[src/rtl/pda_pkg.sv]
package pda_pkg;

    // Width of the time step field, unsigned fixed point seconds.
    localparam int STEP_W = 20;

    // Bits of the multiplier consumed per step of the shared multiplier.
    localparam int MUL_DIGIT = 8;

    // Configuration register index.
    localparam int CFG_IDX_W = 3;

    typedef enum logic [CFG_IDX_W-1:0] {
        REG_GAIN_P         = 3'd0,
        REG_GAIN_I         = 3'd1,
        REG_GAIN_D         = 3'd2,
        REG_OUT_MIN        = 3'd3,
        REG_OUT_MAX        = 3'd4,
        REG_INTEGRAL_LIMIT = 3'd5,
        REG_DEAD_BAND      = 3'd6
    } cfg_reg_t;

    // Request to the shared multiplier.
    typedef struct packed {
        logic start;
        logic shift_dt;
    } mul_ctl_t;

endpackage

[src/rtl/pda_sample_if.sv]
interface pda_sample_if #(
    parameter int DATA_WIDTH = 32
);
    logic                           valid;
    logic                           ready;
    logic signed [DATA_WIDTH-1:0]   error_in;
    logic [pda_pkg::STEP_W-1:0]     time_step;
    logic                           clear_state;

    modport source (output valid, output error_in, output time_step, output clear_state,
                    input ready);
    modport sink   (input valid, input error_in, input time_step, input clear_state,
                    output ready);
endinterface

[src/rtl/pda_drive_if.sv]
interface pda_drive_if #(
    parameter int DATA_WIDTH = 32
);
    logic                           valid;
    logic                           ready;
    logic signed [DATA_WIDTH-1:0]   drive_out;
    logic                           skipped;

    modport source (output valid, output drive_out, output skipped, input ready);
    modport sink   (input valid, input drive_out, input skipped, output ready);
endinterface

[src/rtl/pda_cfg_if.sv]
interface pda_cfg_if #(
    parameter int DATA_WIDTH = 32
);
    logic                           valid;
    logic                           ready;
    logic [pda_pkg::CFG_IDX_W-1:0]  index;
    logic [DATA_WIDTH-1:0]          data;

    modport source (output valid, output index, output data, input ready);
    modport sink   (input valid, input index, input data, output ready);
endinterface

[src/rtl/pda_mul.sv]
module pda_mul #(
    parameter int DATA_WIDTH   = 32,
    parameter int FRAC_BITS    = 16,
    parameter int DT_FRAC_BITS = 20
) (
    input  logic                 clk,
    input  logic                 rst_n,
    input  pda_pkg::mul_ctl_t    ctl,
    input  logic signed [((DATA_WIDTH+1 > pda_pkg::STEP_W+1) ? DATA_WIDTH+1
                          : pda_pkg::STEP_W+1)-1:0] a,
    input  logic signed [((DATA_WIDTH+1 > pda_pkg::STEP_W+1) ? DATA_WIDTH+1
                          : pda_pkg::STEP_W+1)-1:0] b,
    output logic                 done,
    output logic signed [DATA_WIDTH-1:0] result
);
    import pda_pkg::*;

    localparam int OPW   = (DATA_WIDTH+1 > STEP_W+1) ? DATA_WIDTH+1 : STEP_W+1;
    localparam int NSTEP = (OPW + MUL_DIGIT - 1) / MUL_DIGIT;
    localparam int BW    = NSTEP * MUL_DIGIT;
    localparam int AW    = OPW + BW;
    localparam int CW    = $clog2(NSTEP + 1);

    logic [OPW-1:0]          mcand_reg;
    logic [AW-1:0]           acc_reg;
    logic                    neg_reg;
    logic                    shdt_reg;
    logic [CW-1:0]           cnt_reg;
    logic                    run_reg;
    logic                    post_reg;
    logic                    done_reg;
    logic signed [DATA_WIDTH-1:0] result_reg;

    logic [OPW-1:0]          mag_a;
    logic [OPW-1:0]          mag_b;
    logic [OPW+MUL_DIGIT-1:0] pp;
    logic [OPW+MUL_DIGIT-1:0] psum;
    logic [AW-1:0]           acc_next;
    logic signed [AW:0]      prod_s;
    logic signed [AW:0]      prod_sh;
    logic signed [DATA_WIDTH-1:0] sat_val;

    assign mag_a = a[OPW-1] ? OPW'(-a) : OPW'(a);
    assign mag_b = b[OPW-1] ? OPW'(-b) : OPW'(b);

    // One digit of the multiplier per step; shift the accumulator right.
    assign pp       = (OPW+MUL_DIGIT)'(mcand_reg) *
                      (OPW+MUL_DIGIT)'(acc_reg[MUL_DIGIT-1:0]);
    assign psum     = pp + (OPW+MUL_DIGIT)'(acc_reg[AW-1:BW]);
    assign acc_next = {psum, acc_reg[BW-1:MUL_DIGIT]};

    always_comb
    begin
        prod_s  = neg_reg ? -$signed({1'b0, acc_reg}) : $signed({1'b0, acc_reg});
        prod_sh = shdt_reg ? (prod_s >>> DT_FRAC_BITS) : (prod_s >>> FRAC_BITS);
        if ((&prod_sh[AW:DATA_WIDTH-1]) || !(|prod_sh[AW:DATA_WIDTH-1]))
        begin
            sat_val = prod_sh[DATA_WIDTH-1:0];
        end
        else if (prod_sh[AW])
        begin
            sat_val = {1'b1, {(DATA_WIDTH-1){1'b0}}};
        end
        else
        begin
            sat_val = {1'b0, {(DATA_WIDTH-1){1'b1}}};
        end
    end

    always_ff @(posedge clk or negedge rst_n)
    begin
        if (!rst_n)
        begin
            run_reg  <= 1'b0;
            post_reg <= 1'b0;
            done_reg <= 1'b0;
            cnt_reg  <= '0;
        end
        else if (ctl.start)
        begin
            run_reg  <= 1'b1;
            post_reg <= 1'b0;
            done_reg <= 1'b0;
            cnt_reg  <= CW'(NSTEP);
        end
        else if (run_reg)
        begin
            cnt_reg <= cnt_reg - CW'(1);
            if (cnt_reg == CW'(1))
            begin
                run_reg  <= 1'b0;
                post_reg <= 1'b1;
            end
        end
        else if (post_reg)
        begin
            post_reg <= 1'b0;
            done_reg <= 1'b1;
        end
        else
        begin
            done_reg <= 1'b0;
        end
    end

    always_ff @(posedge clk)
    begin
        if (ctl.start)
        begin
            mcand_reg <= mag_a;
            acc_reg   <= {{OPW{1'b0}}, BW'(mag_b)};
            neg_reg   <= a[OPW-1] ^ b[OPW-1];
            shdt_reg  <= ctl.shift_dt;
        end
        else if (run_reg)
        begin
            acc_reg <= acc_next;
        end
        if (post_reg)
        begin
            result_reg <= sat_val;
        end
    end

    assign done   = done_reg;
    assign result = result_reg;

endmodule

[src/rtl/pda_div.sv]
module pda_div #(
    parameter int DATA_WIDTH   = 32,
    parameter int DT_FRAC_BITS = 20
) (
    input  logic                         clk,
    input  logic                         rst_n,
    input  logic                         start,
    input  logic signed [DATA_WIDTH-1:0] num,
    input  logic [pda_pkg::STEP_W-1:0]   step,
    output logic                         done,
    output logic signed [DATA_WIDTH-1:0] quot
);
    import pda_pkg::*;

    localparam int DVW = DATA_WIDTH + DT_FRAC_BITS;
    localparam int CW  = $clog2(DVW + 1);

    logic [DVW-1:0]          dq_reg;
    logic [STEP_W-1:0]       rem_reg;
    logic [STEP_W-1:0]       dvs_reg;
    logic                    neg_reg;
    logic [CW-1:0]           cnt_reg;
    logic                    run_reg;
    logic                    post_reg;
    logic                    done_reg;
    logic signed [DATA_WIDTH-1:0] quot_reg;

    logic [DATA_WIDTH-1:0]   mag_num;
    logic [STEP_W:0]         trial;
    logic                    q_bit;
    logic [STEP_W:0]         trial_sub;
    logic [DATA_WIDTH-1:0]   cap;
    logic [DATA_WIDTH-1:0]   q_cap;
    logic [DATA_WIDTH-1:0]   q_fin;

    assign mag_num   = num[DATA_WIDTH-1] ? DATA_WIDTH'(-num) : DATA_WIDTH'(num);

    // Restoring step: bring in the next dividend bit, subtract when it fits.
    assign trial     = {rem_reg, dq_reg[DVW-1]};
    assign q_bit     = trial >= {1'b0, dvs_reg};
    assign trial_sub = trial - {1'b0, dvs_reg};

    // Clamp magnitude: one more on the negative side.
    assign cap   = {neg_reg, {(DATA_WIDTH-1){~neg_reg}}};
    assign q_cap = (dq_reg > DVW'(cap)) ? cap : dq_reg[DATA_WIDTH-1:0];
    assign q_fin = neg_reg ? -q_cap : q_cap;

    always_ff @(posedge clk or negedge rst_n)
    begin
        if (!rst_n)
        begin
            run_reg  <= 1'b0;
            post_reg <= 1'b0;
            done_reg <= 1'b0;
            cnt_reg  <= '0;
        end
        else if (start)
        begin
            run_reg  <= 1'b1;
            post_reg <= 1'b0;
            done_reg <= 1'b0;
            cnt_reg  <= CW'(DVW);
        end
        else if (run_reg)
        begin
            cnt_reg <= cnt_reg - CW'(1);
            if (cnt_reg == CW'(1))
            begin
                run_reg  <= 1'b0;
                post_reg <= 1'b1;
            end
        end
        else if (post_reg)
        begin
            post_reg <= 1'b0;
            done_reg <= 1'b1;
        end
        else
        begin
            done_reg <= 1'b0;
        end
    end

    always_ff @(posedge clk)
    begin
        if (start)
        begin
            dq_reg  <= {mag_num, {DT_FRAC_BITS{1'b0}}};
            rem_reg <= '0;
            dvs_reg <= step;
            neg_reg <= num[DATA_WIDTH-1];
        end
        else if (run_reg)
        begin
            rem_reg <= q_bit ? trial_sub[STEP_W-1:0] : trial[STEP_W-1:0];
            dq_reg  <= {dq_reg[DVW-2:0], q_bit};
        end
        if (post_reg)
        begin
            quot_reg <= q_fin;
        end
    end

    assign done = done_reg;
    assign quot = quot_reg;

endmodule

[src/rtl/pid_deadzone_antiwindup.sv]
// PID controller with dead band, integral anti-windup and output clamp.
// A computing request passes from accept to drive.valid through four runs of the 8-bit-digit
// multiplier, the bit-serial divider and the three sequencer steps S_INTEG, S_SUM and S_FIN;
// clear or zero-step requests go straight from S_IDLE to S_FIN.
// One request at a time: a new one is taken only in S_IDLE; a stalled drive channel holds it off.
// Reset: rst_n is asynchronous active low; it zeroes the state and loads register defaults.
module pid_deadzone_antiwindup #(
    parameter int DATA_WIDTH   = 32,
    parameter int FRAC_BITS    = 16,
    parameter int DT_FRAC_BITS = 20
) (
    input  logic        clk,
    input  logic        rst_n,
    pda_sample_if.sink  sample,
    pda_drive_if.source drive,
    pda_cfg_if.sink     cfg
);
    import pda_pkg::*;

    localparam int DW  = DATA_WIDTH;
    localparam int OPW = (DATA_WIDTH+1 > STEP_W+1) ? DATA_WIDTH+1 : STEP_W+1;

    // Sequencer: each multiply state launches the shared multiplier once and
    // waits for its done pulse.
    typedef enum logic [8:0] {
        S_IDLE   = 9'b000000001,
        S_MUL_P  = 9'b000000010,
        S_MUL_IE = 9'b000000100,
        S_INTEG  = 9'b000001000,
        S_MUL_I  = 9'b000010000,
        S_MUL_N  = 9'b000100000,
        S_DIV    = 9'b001000000,
        S_SUM    = 9'b010000000,
        S_FIN    = 9'b100000000
    } state_t;

    state_t state_reg, state_next;
    logic   launch_reg, launch_next;

    // Configuration registers.
    logic signed [DW-1:0] gain_p_reg, gain_i_reg, gain_d_reg;
    logic signed [DW-1:0] out_min_reg, out_max_reg, limit_reg, band_reg;

    // Controller state.
    logic signed [DW-1:0] integral_reg;
    logic signed [DW-1:0] prev_reg;

    // Per-request working values.
    logic signed [DW-1:0] e_reg;
    logic [STEP_W-1:0]    dt_reg;
    logic signed [DW-1:0] p_reg, ie_reg, i_reg, d_reg;

    // Pending result and output register.
    logic signed [DW-1:0] res_val_reg;
    logic                 res_skip_reg;
    logic signed [DW-1:0] out_val_reg;
    logic                 out_skip_reg;
    logic                 out_valid_reg;

    logic                 accept;
    logic                 out_free;

    // Shared multiplier, and the divider.
    mul_ctl_t                mul_ctl;
    logic signed [OPW-1:0]   mul_a, mul_b;
    logic                    mul_done;
    logic signed [DW-1:0]    mul_res;
    logic                    div_start;
    logic                    div_done;
    logic signed [DW-1:0]    div_q;

    // Dead band.
    logic signed [DW:0]   e_ext, band_ext;
    logic signed [DW-1:0] e_banded;

    // Integral update.
    logic signed [DW:0]   isum;
    logic signed [DW-1:0] isat;
    logic signed [DW:0]   lim_neg;
    logic signed [DW-1:0] integ_new;

    // Output sum and clamp.
    logic signed [DW+1:0] osum;
    logic signed [DW-1:0] oclamp;

    assign accept   = sample.valid && sample.ready;
    assign out_free = !out_valid_reg || drive.ready;

    assign sample.ready    = (state_reg == S_IDLE);
    assign drive.valid     = out_valid_reg;
    assign drive.drive_out = out_val_reg;
    assign drive.skipped   = out_skip_reg;
    assign cfg.ready       = 1'b1;

    // Zero errors strictly inside plus or minus the band.
    always_comb
    begin
        e_ext    = (DW+1)'(sample.error_in);
        band_ext = (DW+1)'(band_reg);
        if ((e_ext > -band_ext) && (e_ext < band_ext))
        begin
            e_banded = '0;
        end
        else
        begin
            e_banded = sample.error_in;
        end
    end

    // Saturating integral add, then the magnitude clamp when the limit is positive.
    always_comb
    begin
        isum    = (DW+1)'(integral_reg) + (DW+1)'(ie_reg);
        lim_neg = -((DW+1)'(limit_reg));
        if ((isum[DW] == isum[DW-1]))
        begin
            isat = isum[DW-1:0];
        end
        else if (isum[DW])
        begin
            isat = {1'b1, {(DW-1){1'b0}}};
        end
        else
        begin
            isat = {1'b0, {(DW-1){1'b1}}};
        end
        integ_new = isat;
        if (limit_reg > 0)
        begin
            if (isat > limit_reg)
            begin
                integ_new = limit_reg;
            end
            else if ((DW+1)'(isat) < lim_neg)
            begin
                integ_new = lim_neg[DW-1:0];
            end
        end
    end

    // Sum the three terms; test the upper bound first. Inside both bounds
    // the sum is already in range.
    always_comb
    begin
        osum = (DW+2)'(p_reg) + (DW+2)'(i_reg) + (DW+2)'(d_reg);
        if (osum > (DW+2)'(out_max_reg))
        begin
            oclamp = out_max_reg;
        end
        else if (osum < (DW+2)'(out_min_reg))
        begin
            oclamp = out_min_reg;
        end
        else
        begin
            oclamp = osum[DW-1:0];
        end
    end

    // Operand select for the shared multiplier.
    always_comb
    begin
        mul_a = OPW'(gain_p_reg);
        mul_b = OPW'(e_reg);
        mul_ctl.shift_dt = 1'b0;
        unique case (state_reg)
            S_MUL_IE:
            begin
                mul_a = OPW'(e_reg);
                mul_b = OPW'($signed({1'b0, dt_reg}));
                mul_ctl.shift_dt = 1'b1;
            end
            S_MUL_I:
            begin
                mul_a = OPW'(gain_i_reg);
                mul_b = OPW'(integral_reg);
            end
            S_MUL_N:
            begin
                mul_a = OPW'(gain_d_reg);
                mul_b = OPW'(e_reg) - OPW'(prev_reg);
            end
            default:
            begin
                mul_a = OPW'(gain_p_reg);
                mul_b = OPW'(e_reg);
            end
        endcase
        mul_ctl.start = launch_reg && ((state_reg == S_MUL_P) || (state_reg == S_MUL_IE) ||
                                       (state_reg == S_MUL_I) || (state_reg == S_MUL_N));
    end

    assign div_start = launch_reg && (state_reg == S_DIV);

    pda_mul #(
        .DATA_WIDTH   (DATA_WIDTH),
        .FRAC_BITS    (FRAC_BITS),
        .DT_FRAC_BITS (DT_FRAC_BITS)
    ) u_mul (
        .clk    (clk),
        .rst_n  (rst_n),
        .ctl    (mul_ctl),
        .a      (mul_a),
        .b      (mul_b),
        .done   (mul_done),
        .result (mul_res)
    );

    // The gain_d product feeds the divider straight from the multiplier's
    // result register, which holds until the next launch.
    pda_div #(
        .DATA_WIDTH   (DATA_WIDTH),
        .DT_FRAC_BITS (DT_FRAC_BITS)
    ) u_div (
        .clk   (clk),
        .rst_n (rst_n),
        .start (div_start),
        .num   (mul_res),
        .step  (dt_reg),
        .done  (div_done),
        .quot  (div_q)
    );

    // Next state.
    always_comb
    begin
        state_next  = state_reg;
        launch_next = 1'b0;
        unique case (state_reg)
            S_IDLE:
            begin
                if (accept)
                begin
                    if (sample.clear_state || (sample.time_step == '0))
                    begin
                        state_next = S_FIN;
                    end
                    else
                    begin
                        state_next  = S_MUL_P;
                        launch_next = 1'b1;
                    end
                end
            end
            S_MUL_P:
            begin
                if (mul_done)
                begin
                    state_next  = S_MUL_IE;
                    launch_next = 1'b1;
                end
            end
            S_MUL_IE:
            begin
                if (mul_done)
                begin
                    state_next = S_INTEG;
                end
            end
            S_INTEG:
            begin
                state_next  = S_MUL_I;
                launch_next = 1'b1;
            end
            S_MUL_I:
            begin
                if (mul_done)
                begin
                    state_next  = S_MUL_N;
                    launch_next = 1'b1;
                end
            end
            S_MUL_N:
            begin
                if (mul_done)
                begin
                    state_next  = S_DIV;
                    launch_next = 1'b1;
                end
            end
            S_DIV:
            begin
                if (div_done)
                begin
                    state_next = S_SUM;
                end
            end
            S_SUM:
            begin
                state_next = S_FIN;
            end
            S_FIN:
            begin
                // Hold the result until the output register frees up.
                if (out_free)
                begin
                    state_next = S_IDLE;
                end
            end
            default:
            begin
                state_next = S_IDLE;
            end
        endcase
    end

    // Control state, controller state and configuration registers.
    always_ff @(posedge clk or negedge rst_n)
    begin
        if (!rst_n)
        begin
            state_reg     <= S_IDLE;
            launch_reg    <= 1'b0;
            out_valid_reg <= 1'b0;
            integral_reg  <= '0;
            prev_reg      <= '0;
            gain_p_reg    <= '0;
            gain_i_reg    <= '0;
            gain_d_reg    <= '0;
            out_min_reg   <= {1'b1, {(DW-1){1'b0}}};
            out_max_reg   <= {1'b0, {(DW-1){1'b1}}};
            limit_reg     <= '0;
            band_reg      <= '0;
        end
        else
        begin
            state_reg  <= state_next;
            launch_reg <= launch_next;

            if (cfg.valid && cfg.ready)
            begin
                unique case (cfg.index)
                    REG_GAIN_P:         gain_p_reg  <= cfg.data;
                    REG_GAIN_I:         gain_i_reg  <= cfg.data;
                    REG_GAIN_D:         gain_d_reg  <= cfg.data;
                    REG_OUT_MIN:        out_min_reg <= cfg.data;
                    REG_OUT_MAX:        out_max_reg <= cfg.data;
                    REG_INTEGRAL_LIMIT: limit_reg   <= cfg.data;
                    REG_DEAD_BAND:      band_reg    <= cfg.data;
                    default:            ;
                endcase
            end

            // A clear request zeroes the state.
            if (accept && sample.clear_state)
            begin
                integral_reg <= '0;
                prev_reg     <= '0;
            end
            if (state_reg == S_INTEG)
            begin
                integral_reg <= integ_new;
            end
            // Advance the previous error once the difference is in the multiplier.
            if ((state_reg == S_MUL_N) && mul_done)
            begin
                prev_reg <= e_reg;
            end

            if ((state_reg == S_FIN) && out_free)
            begin
                out_valid_reg <= 1'b1;
            end
            else if (drive.ready)
            begin
                out_valid_reg <= 1'b0;
            end
        end
    end

    // Working values and payload.
    always_ff @(posedge clk)
    begin
        if (accept)
        begin
            e_reg        <= e_banded;
            dt_reg       <= sample.time_step;
            res_val_reg  <= '0;
            res_skip_reg <= 1'b1;
        end
        if ((state_reg == S_MUL_P) && mul_done)
        begin
            p_reg <= mul_res;
        end
        if ((state_reg == S_MUL_IE) && mul_done)
        begin
            ie_reg <= mul_res;
        end
        if ((state_reg == S_MUL_I) && mul_done)
        begin
            i_reg <= mul_res;
        end
        if ((state_reg == S_DIV) && div_done)
        begin
            d_reg <= div_q;
        end
        if (state_reg == S_SUM)
        begin
            res_val_reg  <= oclamp;
            res_skip_reg <= 1'b0;
        end
        if ((state_reg == S_FIN) && out_free)
        begin
            out_val_reg  <= res_val_reg;
            out_skip_reg <= res_skip_reg;
        end
    end

endmodule

[src/flat_wrapper.sv]
// flat-port wrapper written by rule: the top's interface ports become plain ports
module pid_deadzone_antiwindup_flat import pda_pkg::*;
#(
    parameter int DATA_WIDTH   = 32,
    parameter int FRAC_BITS    = 16,
    parameter int DT_FRAC_BITS = 20
)
  (clk, rst_n, sample_valid, sample_error_in, sample_time_step, sample_clear_state, sample_ready, drive_valid, drive_drive_out, drive_skipped, drive_ready, cfg_valid, cfg_index, cfg_data, cfg_ready);
  pda_sample_if #(.DATA_WIDTH(DATA_WIDTH)) sample_i ();
  pda_drive_if #(.DATA_WIDTH(DATA_WIDTH)) drive_i ();
  pda_cfg_if #(.DATA_WIDTH(DATA_WIDTH)) cfg_i ();
  input  logic clk;
  input  logic rst_n;
  input wire logic [$bits(sample_i.valid)-1:0] sample_valid;
  input wire logic [$bits(sample_i.error_in)-1:0] sample_error_in;
  input wire logic [$bits(sample_i.time_step)-1:0] sample_time_step;
  input wire logic [$bits(sample_i.clear_state)-1:0] sample_clear_state;
  output wire logic [$bits(sample_i.ready)-1:0] sample_ready;
  output wire logic [$bits(drive_i.valid)-1:0] drive_valid;
  output wire logic [$bits(drive_i.drive_out)-1:0] drive_drive_out;
  output wire logic [$bits(drive_i.skipped)-1:0] drive_skipped;
  input wire logic [$bits(drive_i.ready)-1:0] drive_ready;
  input wire logic [$bits(cfg_i.valid)-1:0] cfg_valid;
  input wire logic [$bits(cfg_i.index)-1:0] cfg_index;
  input wire logic [$bits(cfg_i.data)-1:0] cfg_data;
  output wire logic [$bits(cfg_i.ready)-1:0] cfg_ready;
  assign sample_i.valid = sample_valid;
  assign sample_i.error_in = sample_error_in;
  assign sample_i.time_step = sample_time_step;
  assign sample_i.clear_state = sample_clear_state;
  assign sample_ready = sample_i.ready;
  assign drive_valid = drive_i.valid;
  assign drive_drive_out = drive_i.drive_out;
  assign drive_skipped = drive_i.skipped;
  assign drive_i.ready = drive_ready;
  assign cfg_i.valid = cfg_valid;
  assign cfg_i.index = cfg_index;
  assign cfg_i.data = cfg_data;
  assign cfg_ready = cfg_i.ready;
  pid_deadzone_antiwindup #(.DATA_WIDTH(DATA_WIDTH), .FRAC_BITS(FRAC_BITS), .DT_FRAC_BITS(DT_FRAC_BITS)) u_core (.clk(clk), .rst_n(rst_n), .sample(sample_i), .drive(drive_i), .cfg(cfg_i));
endmodule
[config.mk]
export PLATFORM = sky130hd
export DESIGN_NAME = pid_deadzone_antiwindup_flat
export DESIGN_NICKNAME = d
export VERILOG_FILES = /design/src/rtl/pda_pkg.sv /design/src/rtl/pda_sample_if.sv /design/src/rtl/pda_drive_if.sv /design/src/rtl/pda_cfg_if.sv /design/src/rtl/pda_mul.sv /design/src/rtl/pda_div.sv /design/src/rtl/pid_deadzone_antiwindup.sv /design/src/flat_wrapper.sv
export SDC_FILE = /design/constraint.sdc
export NUM_CORES = 2
export LEC_CHECK = 0
export BUFFER_PORTS_ARGS = -buffer_cell sky130_fd_sc_hd__buf_2
export CAP_MARGIN = 5
export CELL_PAD_IN_SITES_DETAIL_PLACEMENT = 1
export CELL_PAD_IN_SITES_GLOBAL_PLACEMENT = 1
export CORE_UTILIZATION = 46
export CTS_BUF_LIST = sky130_fd_sc_hd__clkbuf_8 sky130_fd_sc_hd__clkbuf_16
export DETAILED_ROUTE_END_ITERATION = 10
export GPL_ROUTABILITY_DRIVEN = 0
export PLACE_DENSITY = 0.84
export SLEW_MARGIN = 10
export SYNTH_ARGS = -nofsm -noshare
export SYNTH_HDL_FRONTEND = slang
export SYNTH_SLANG_ARGS = --single-unit
[constraint.sdc]
create_clock -name clk -period 8.61 [get_ports clk]
set_input_delay 1.722 -clock clk [delete_from_list [all_inputs] [get_ports clk]]
set_output_delay 1.722 -clock clk [all_outputs]
set_load 0.005 [all_outputs]
Word level (Yosys, flattened, before mapping) --
Index checks and enable logic that the tools add are counted.
Word-level totals: word-level logic and storage cells 203, bits of input ports 93, output and inout bits 36, flip-flop bits (word level) 825
Cells by class: $add $sub $neg 15, reduce and logical (&&, ||, !) cells 38, bitwise logic cells 2, equality and inequality tests 29, mux-type cells 66, order comparisons 9, $mul 1
Operators by type and width (count):
- $mux 32 | 18
- $pmux 33 s3 | 2
- $mux 52 | 2
- $mux 33 | 3
- $pmux 9 s9 | 1
- $mux 74 | 1
- $neg 73->74 | 1
- $mux 9 | 8
- $add 32x32->33 | 2
- $neg 32->33 | 2
- $neg 33->33 | 2
- $neg 32->32 | 2
- $mux 57 | 1
- $gt 52x32->1 | 1
- $reduce_and 43->1 | 1
- $reduce_or 43->1 | 1
- $add 41x33->41 | 1
- $mul 33x8->41 | 1
- $add 33x32->34 | 1
- $gt 34x32->1 | 1
- $lt 34x32->1 | 1
- $gt 32x33->1 | 1
- $lt 32x33->1 | 1
- $sub 32x32->33 | 1
- other kinds (40) | 104

Logic depth before layout (Yosys ltp) --
depth after elaboration 8, depth in mapped cells 36, gate-level depth less buffers 31

Cells and area by module --
Synthesis repeated with hierarchy kept, for this count alone.
Second synthesis, totals: cell total of the unflattened synthesis 5953, area total of the unflattened synthesis 59707.3 µm²
Modules (own cells, without submodules):
- pid_deadzone_antiwindup | area an instance 33181.8 µm², cells each 3079, instances 1, seq. area each 14900.5 µm²
- pda_mul | area an instance 18097.4 µm², cells each 1998, instances 1, seq. area each 3953.8 µm²
- pda_div | area an instance 8428.1 µm², cells each 876, instances 1, seq. area each 3578.4 µm²

Worst setup path before layout --
No wires, ideal clock.
path type reg-to-reg, start register u_core.integral_reg[0], end register u_core.integral_reg[22], period minus slack after synthesis 8.176 ns, data arrival time 8.050 ns, path buffers 5, path slack 0.434 ns, cell stages (with the launch flop) 35, required time 8.484 ns, library setup time 0.126 ns, cell sequence dfrtp_1 > ha_1 > fa_1 > a21oi_1 > o21bai_1 > a2111oi_0 > o21ai_0 > a41o_1 > a221oi_1 > o31ai_1 > a221o_1 > a2111oi_0 > a21oi_1 > inv_1 > ha_1 > clkbuf_1 > clkbuf_1 > o21ai_0 > ha_1 > nor2b_1 > o21a_1 > o21a_1 > o21a_1 > o21a_1 > o41a_1 > nor3_1 > mux2_2 > and2_1 > clkbuf_1 > o21ai_0 > or2_2 > clkbuf_1 > clkbuf_1 > nor2_1 > a221o_1
Between the ends: longest elaborated chain between the ends 8, elaborated cells on any way between the ends 10, classes of those cells add/sub: 1; order compare: 2; eq/ne: 1; mux: 6
Ends and longest elaborated chain:
- start, declared | line pid_deadzone_antiwindup.sv:45 | logic signed [DW-1:0] integral_reg;
- start signal, assigned | line pid_deadzone_antiwindup.sv:352 | integral_reg <= integ_new;
- $add 32x32->33 (*) | line pid_deadzone_antiwindup.sv:113 | isum = (DW+1)'(integral_reg) + (DW+1)'(ie_reg);
- $mux 32 / $eq 1x1->1 (equally long branches) | line pid_deadzone_antiwindup.sv:119, pid_deadzone_antiwindup.sv:115
- $mux 32 (*) | line pid_deadzone_antiwindup.sv:115 | if ((isum[DW] == isum[DW-1]))
- $lt 32x33->1 | line pid_deadzone_antiwindup.sv:134 | else if ((DW+1)'(isat) < lim_neg)
- $mux 32 | line pid_deadzone_antiwindup.sv:134
- $mux 32 | line pid_deadzone_antiwindup.sv:130 | if (isat > limit_reg)
- $mux 32 (*) | line pid_deadzone_antiwindup.sv:128 | if (limit_reg > 0)
- $mux 32 (*) | line pid_deadzone_antiwindup.sv:350 | if (state_reg == S_INTEG)
Every way passes the cells marked *; elsewhere a longest branch is shown, timed or not. A chain may end at the register's enable or synchronous reset.

Worst setup path in the final report --
start register u_core.integral_reg[0], end register u_core.integral_reg[17]
The elaborated chain is that of the path after synthesis.

==> flow_metrics.tcl <==
set metrics [dict create \
    fp.dieArea_um2 128000 \
    area_growth_pct 9.81 \
    die_w_um 358 \
    rsz0062_at_grt "false" \
    synth_fp_nets 6580 \
    synth_ff_type "edfxtp_1" \
    status "complete, no violations" \
    maxCapViolCount 0 \
    hold_path.class "reg2reg" \
    numPortBuffers 127 \
    relSlewSlack_pct 24.2 \
    worst_setup_path_start_kind "flip-flop" \
    grt_use_total_pct 30.8 \
    rows 130 \
    clockBufferDepth 3 \
    grt_pass1_vias 49273 \
    clockRootBuffer "clkbuf_16" \
    synth-edff-count 430 \
    cts_hold_buf 0 \
    core_area_um2 126000 \
    vias 47092 \
    fin_util_pct 50.9 \
    path_clk_slew_ps 70 \
    tritoncts "done" \
    cts.sinks 825 \
    final_area_um2 64000 \
    required_ps 9200 \
    finalHoldViolations 0 \
    cp-end-kind "flip-flop" \
    avgRoutedWirePerCell_um 26.1 \
    tightest_slew_ps 1140 \
    finClkSkew_ps 62.1 \
    drv_slew 0 \
    syn_area_per_cell_um2 10.0 \
    largest_reg_flops 73 \
    synth_area_um2 58200 \
    leakage_nw 27.1 \
    grt_max_degree 132 \
    die_h_um 358 \
    ioPinCount 129 \
    yosys_warnings 0 \
    detailedPlace.worstSlack_ps -27.1 \
    grt_overflow 0 \
    setup_violations 0 \
    grt_pass1_wl_um 301000 \
    crit_top_cell "o21a_1" \
    fmax_mhz 123 \
    postRouteAntennaNets 0 \
    drt_iter0_markers 4036 \
    cpPeakStageDelay_ps 410 \
    path_max_fanout 35 \
    drc 0 \
    finalWorstSetupSlack_ps 486 \
    totalWireLength_um 198000 \
    power.density_nw_per_um2 219 \
    ys_ff_latch 825 \
    detailed_place_hpwl_um 146000 \
    place_area_um2 60700 \
    yosys.cell_types.count 91 \
    yosysSeqAreaShare_pct 38.5 \
    arrival_ps 8710 \
    initial_core_util_pct 46.4 \
    h-tree-depth 3 \
    drive_gt1_share_pct 10.9 \
    antenna_found_initial 28 \
    timing.hold.ws_ps 402 \
    min_period_ps 8120 \
    firstDrtPassIters 6 \
    numCtsBuffers 94 \
    synthCells 5815 \
    ir_worst_vdd_uv 279 \
    period_share_pct 94.4 \
    nNetsFinal 6621 \
    routed_via_density 6.20 \
    async_flop_share_pct 38.1 \
    critPathKind "reg2reg" \
    worstSkewPairLatency_ps 720 \
    slowest_stage "fa_1" \
]
[cell type report]
type	instances	area, um^2
Fill cell	13958	61600
Multi-Input combinational cell	4286	33300
Sequential cell	825	22400
Clock buffer	102	2470
Tap cell	1650	2060
Inverter	453	1700
Timing Repair Buffer	196	1200
Clock inverter	74	779
Antenna cell	12	30.0
[critical path, delay by kind of cell (launching register included)]
kind                     cells  cell delay [ps]
multiplexers                 1              360
buffers and inverters        3              580
flip-flops                   1              400
AND/OR/NAND/NOR              5              810
AO/OA/AOI/OAI               18             4650
adder cells (fa/ha/maj)      4             1190
[cells by family (layout without fill, tap and decap cells)]
kind of cell	after synthesis	count (layout)	synth area share (%)
flip-flops	825	825	38.5
buffers and inverters	704	825	4.60
other	2	14	0.0129
XOR/XNOR	347	347	5.22
AO/OA/AOI/OAI	1318	1318	14.6
AND/OR/NAND/NOR	1643	1643	13.7
multiplexers	304	304	5.66
adder cells (fa/ha/maj)	672	672	17.7
[stage by stage]
stage / instances / setup TNS [ps] / power, W
floorplan: 5815 / 0 / 0.00819
global placement: 7410 / 0 / 0.00929
detailed placement: 7410 / -51.6 / 0.00959
CTS: 7586 / 0 / 0.0139
global route: 7590 / 0 / 0.0147
finish: 7598 / 0 / 0.0140
[report_power, final]
part	total, W	leakage [nW]	switching, W	internal (W)
logic	0.00481	17.3	0.00283	0.00198
clock network	0.00429	1.63	0.00181	0.00248
registers	0.00491	8.21	0.000394	0.00451
[path summary, 6_finish.rpt]
path	start	end	slack, ps	cells past startpoint
hold / removal	u_core.res_val_reg[25]	u_core.drive.drive_out[25]	400	0
setup reg to reg	u_core.integral_reg[0]	u_core.integral_reg[17]	490	31
setup / recovery	u_core.integral_reg[0]	u_core.integral_reg[17]	490	31
min in group asynchronous	rst_n	u_core.limit_reg[5]	1000	1
hold reg to reg	u_core.res_val_reg[25]	u_core.drive.drive_out[25]	400	0
max in group asynchronous	rst_n	u_core.gain_p_reg[19]	6160	2
[Yosys cell counts (all sizes together) (13+ instances only)]
cell	count	area, um^2
a211oi	47	353
a21o	129	968
a21oi	291	1460
a221o	36	360
a22o	45	394
a22oi	70	526
a31oi	41	257
and2	122	763
and3	32	200
buf	34	165
clkbuf	217	815
dfrtp	281	7030
dfstp	33	867
dfxtp	81	1620
edfxtp	430	12900
fa	255	5100
ha	417	5220
inv	449	1690
mux2	204	2300
mux2i	100	1000
nand2	521	1960
nand2b	57	357
nand3	92	465
nand3b	14	105
nand4	74	469
nor2	388	1460
nor2b	82	513
nor3	96	485
nor4	55	369
o211ai	33	248
o21a	33	248
o21ai	384	1920
o21bai	30	225
o31ai	29	218
or2	19	119
or3	39	249
or4	13	101
xnor2	231	2020
xor2	116	1020
[routing by layer]
layer  track usage (%)  up-vias  part of all wire (%)
met4              15.1       16                   5.3
li1                  -    20790                     -
met1              39.3    23921                    40
met3              6.31      497                   8.3
met2              49.9     1868                    47
met5                 0        -                 0.057
[placed cells by master (no fill, tap or decap), types with 45 or more instances in the layout]
| cell | instances |
|---|---|
| nand2b_1 | 57 |
| nor2b_1 | 78 |
| clkbuf_16 | 95 |
| nor3_1 | 92 |
| a21oi_1 | 290 |
| dfxtp_1 | 81 |
| buf_2 | 126 |
| dfrtp_1 | 279 |
| ha_1 | 417 |
| mux2i_1 | 100 |
| nand4_1 | 73 |
| mux2_2 | 199 |
| nor4_1 | 51 |
| o21ai_0 | 373 |
| nand2_1 | 519 |
| xor2_1 | 116 |
| a22o_1 | 45 |
| fa_1 | 255 |
| xnor2_1 | 231 |
| a21o_1 | 129 |
| a22oi_1 | 70 |
| nand3_1 | 91 |
| a211oi_1 | 47 |
| inv_1 | 460 |
| and2_1 | 121 |
| edfxtp_1 | 430 |
| buf_4 | 66 |
| nor2_1 | 385 |
[what timing repair did]
item | 4_1_cts | 5_1_grt
cloned | 0 | 0
buffers inserted | 0 | 0
setup endpoints to repair | 28 | 32
resized for setup | 1 | 12
Power figures use the tool's default switching activity.
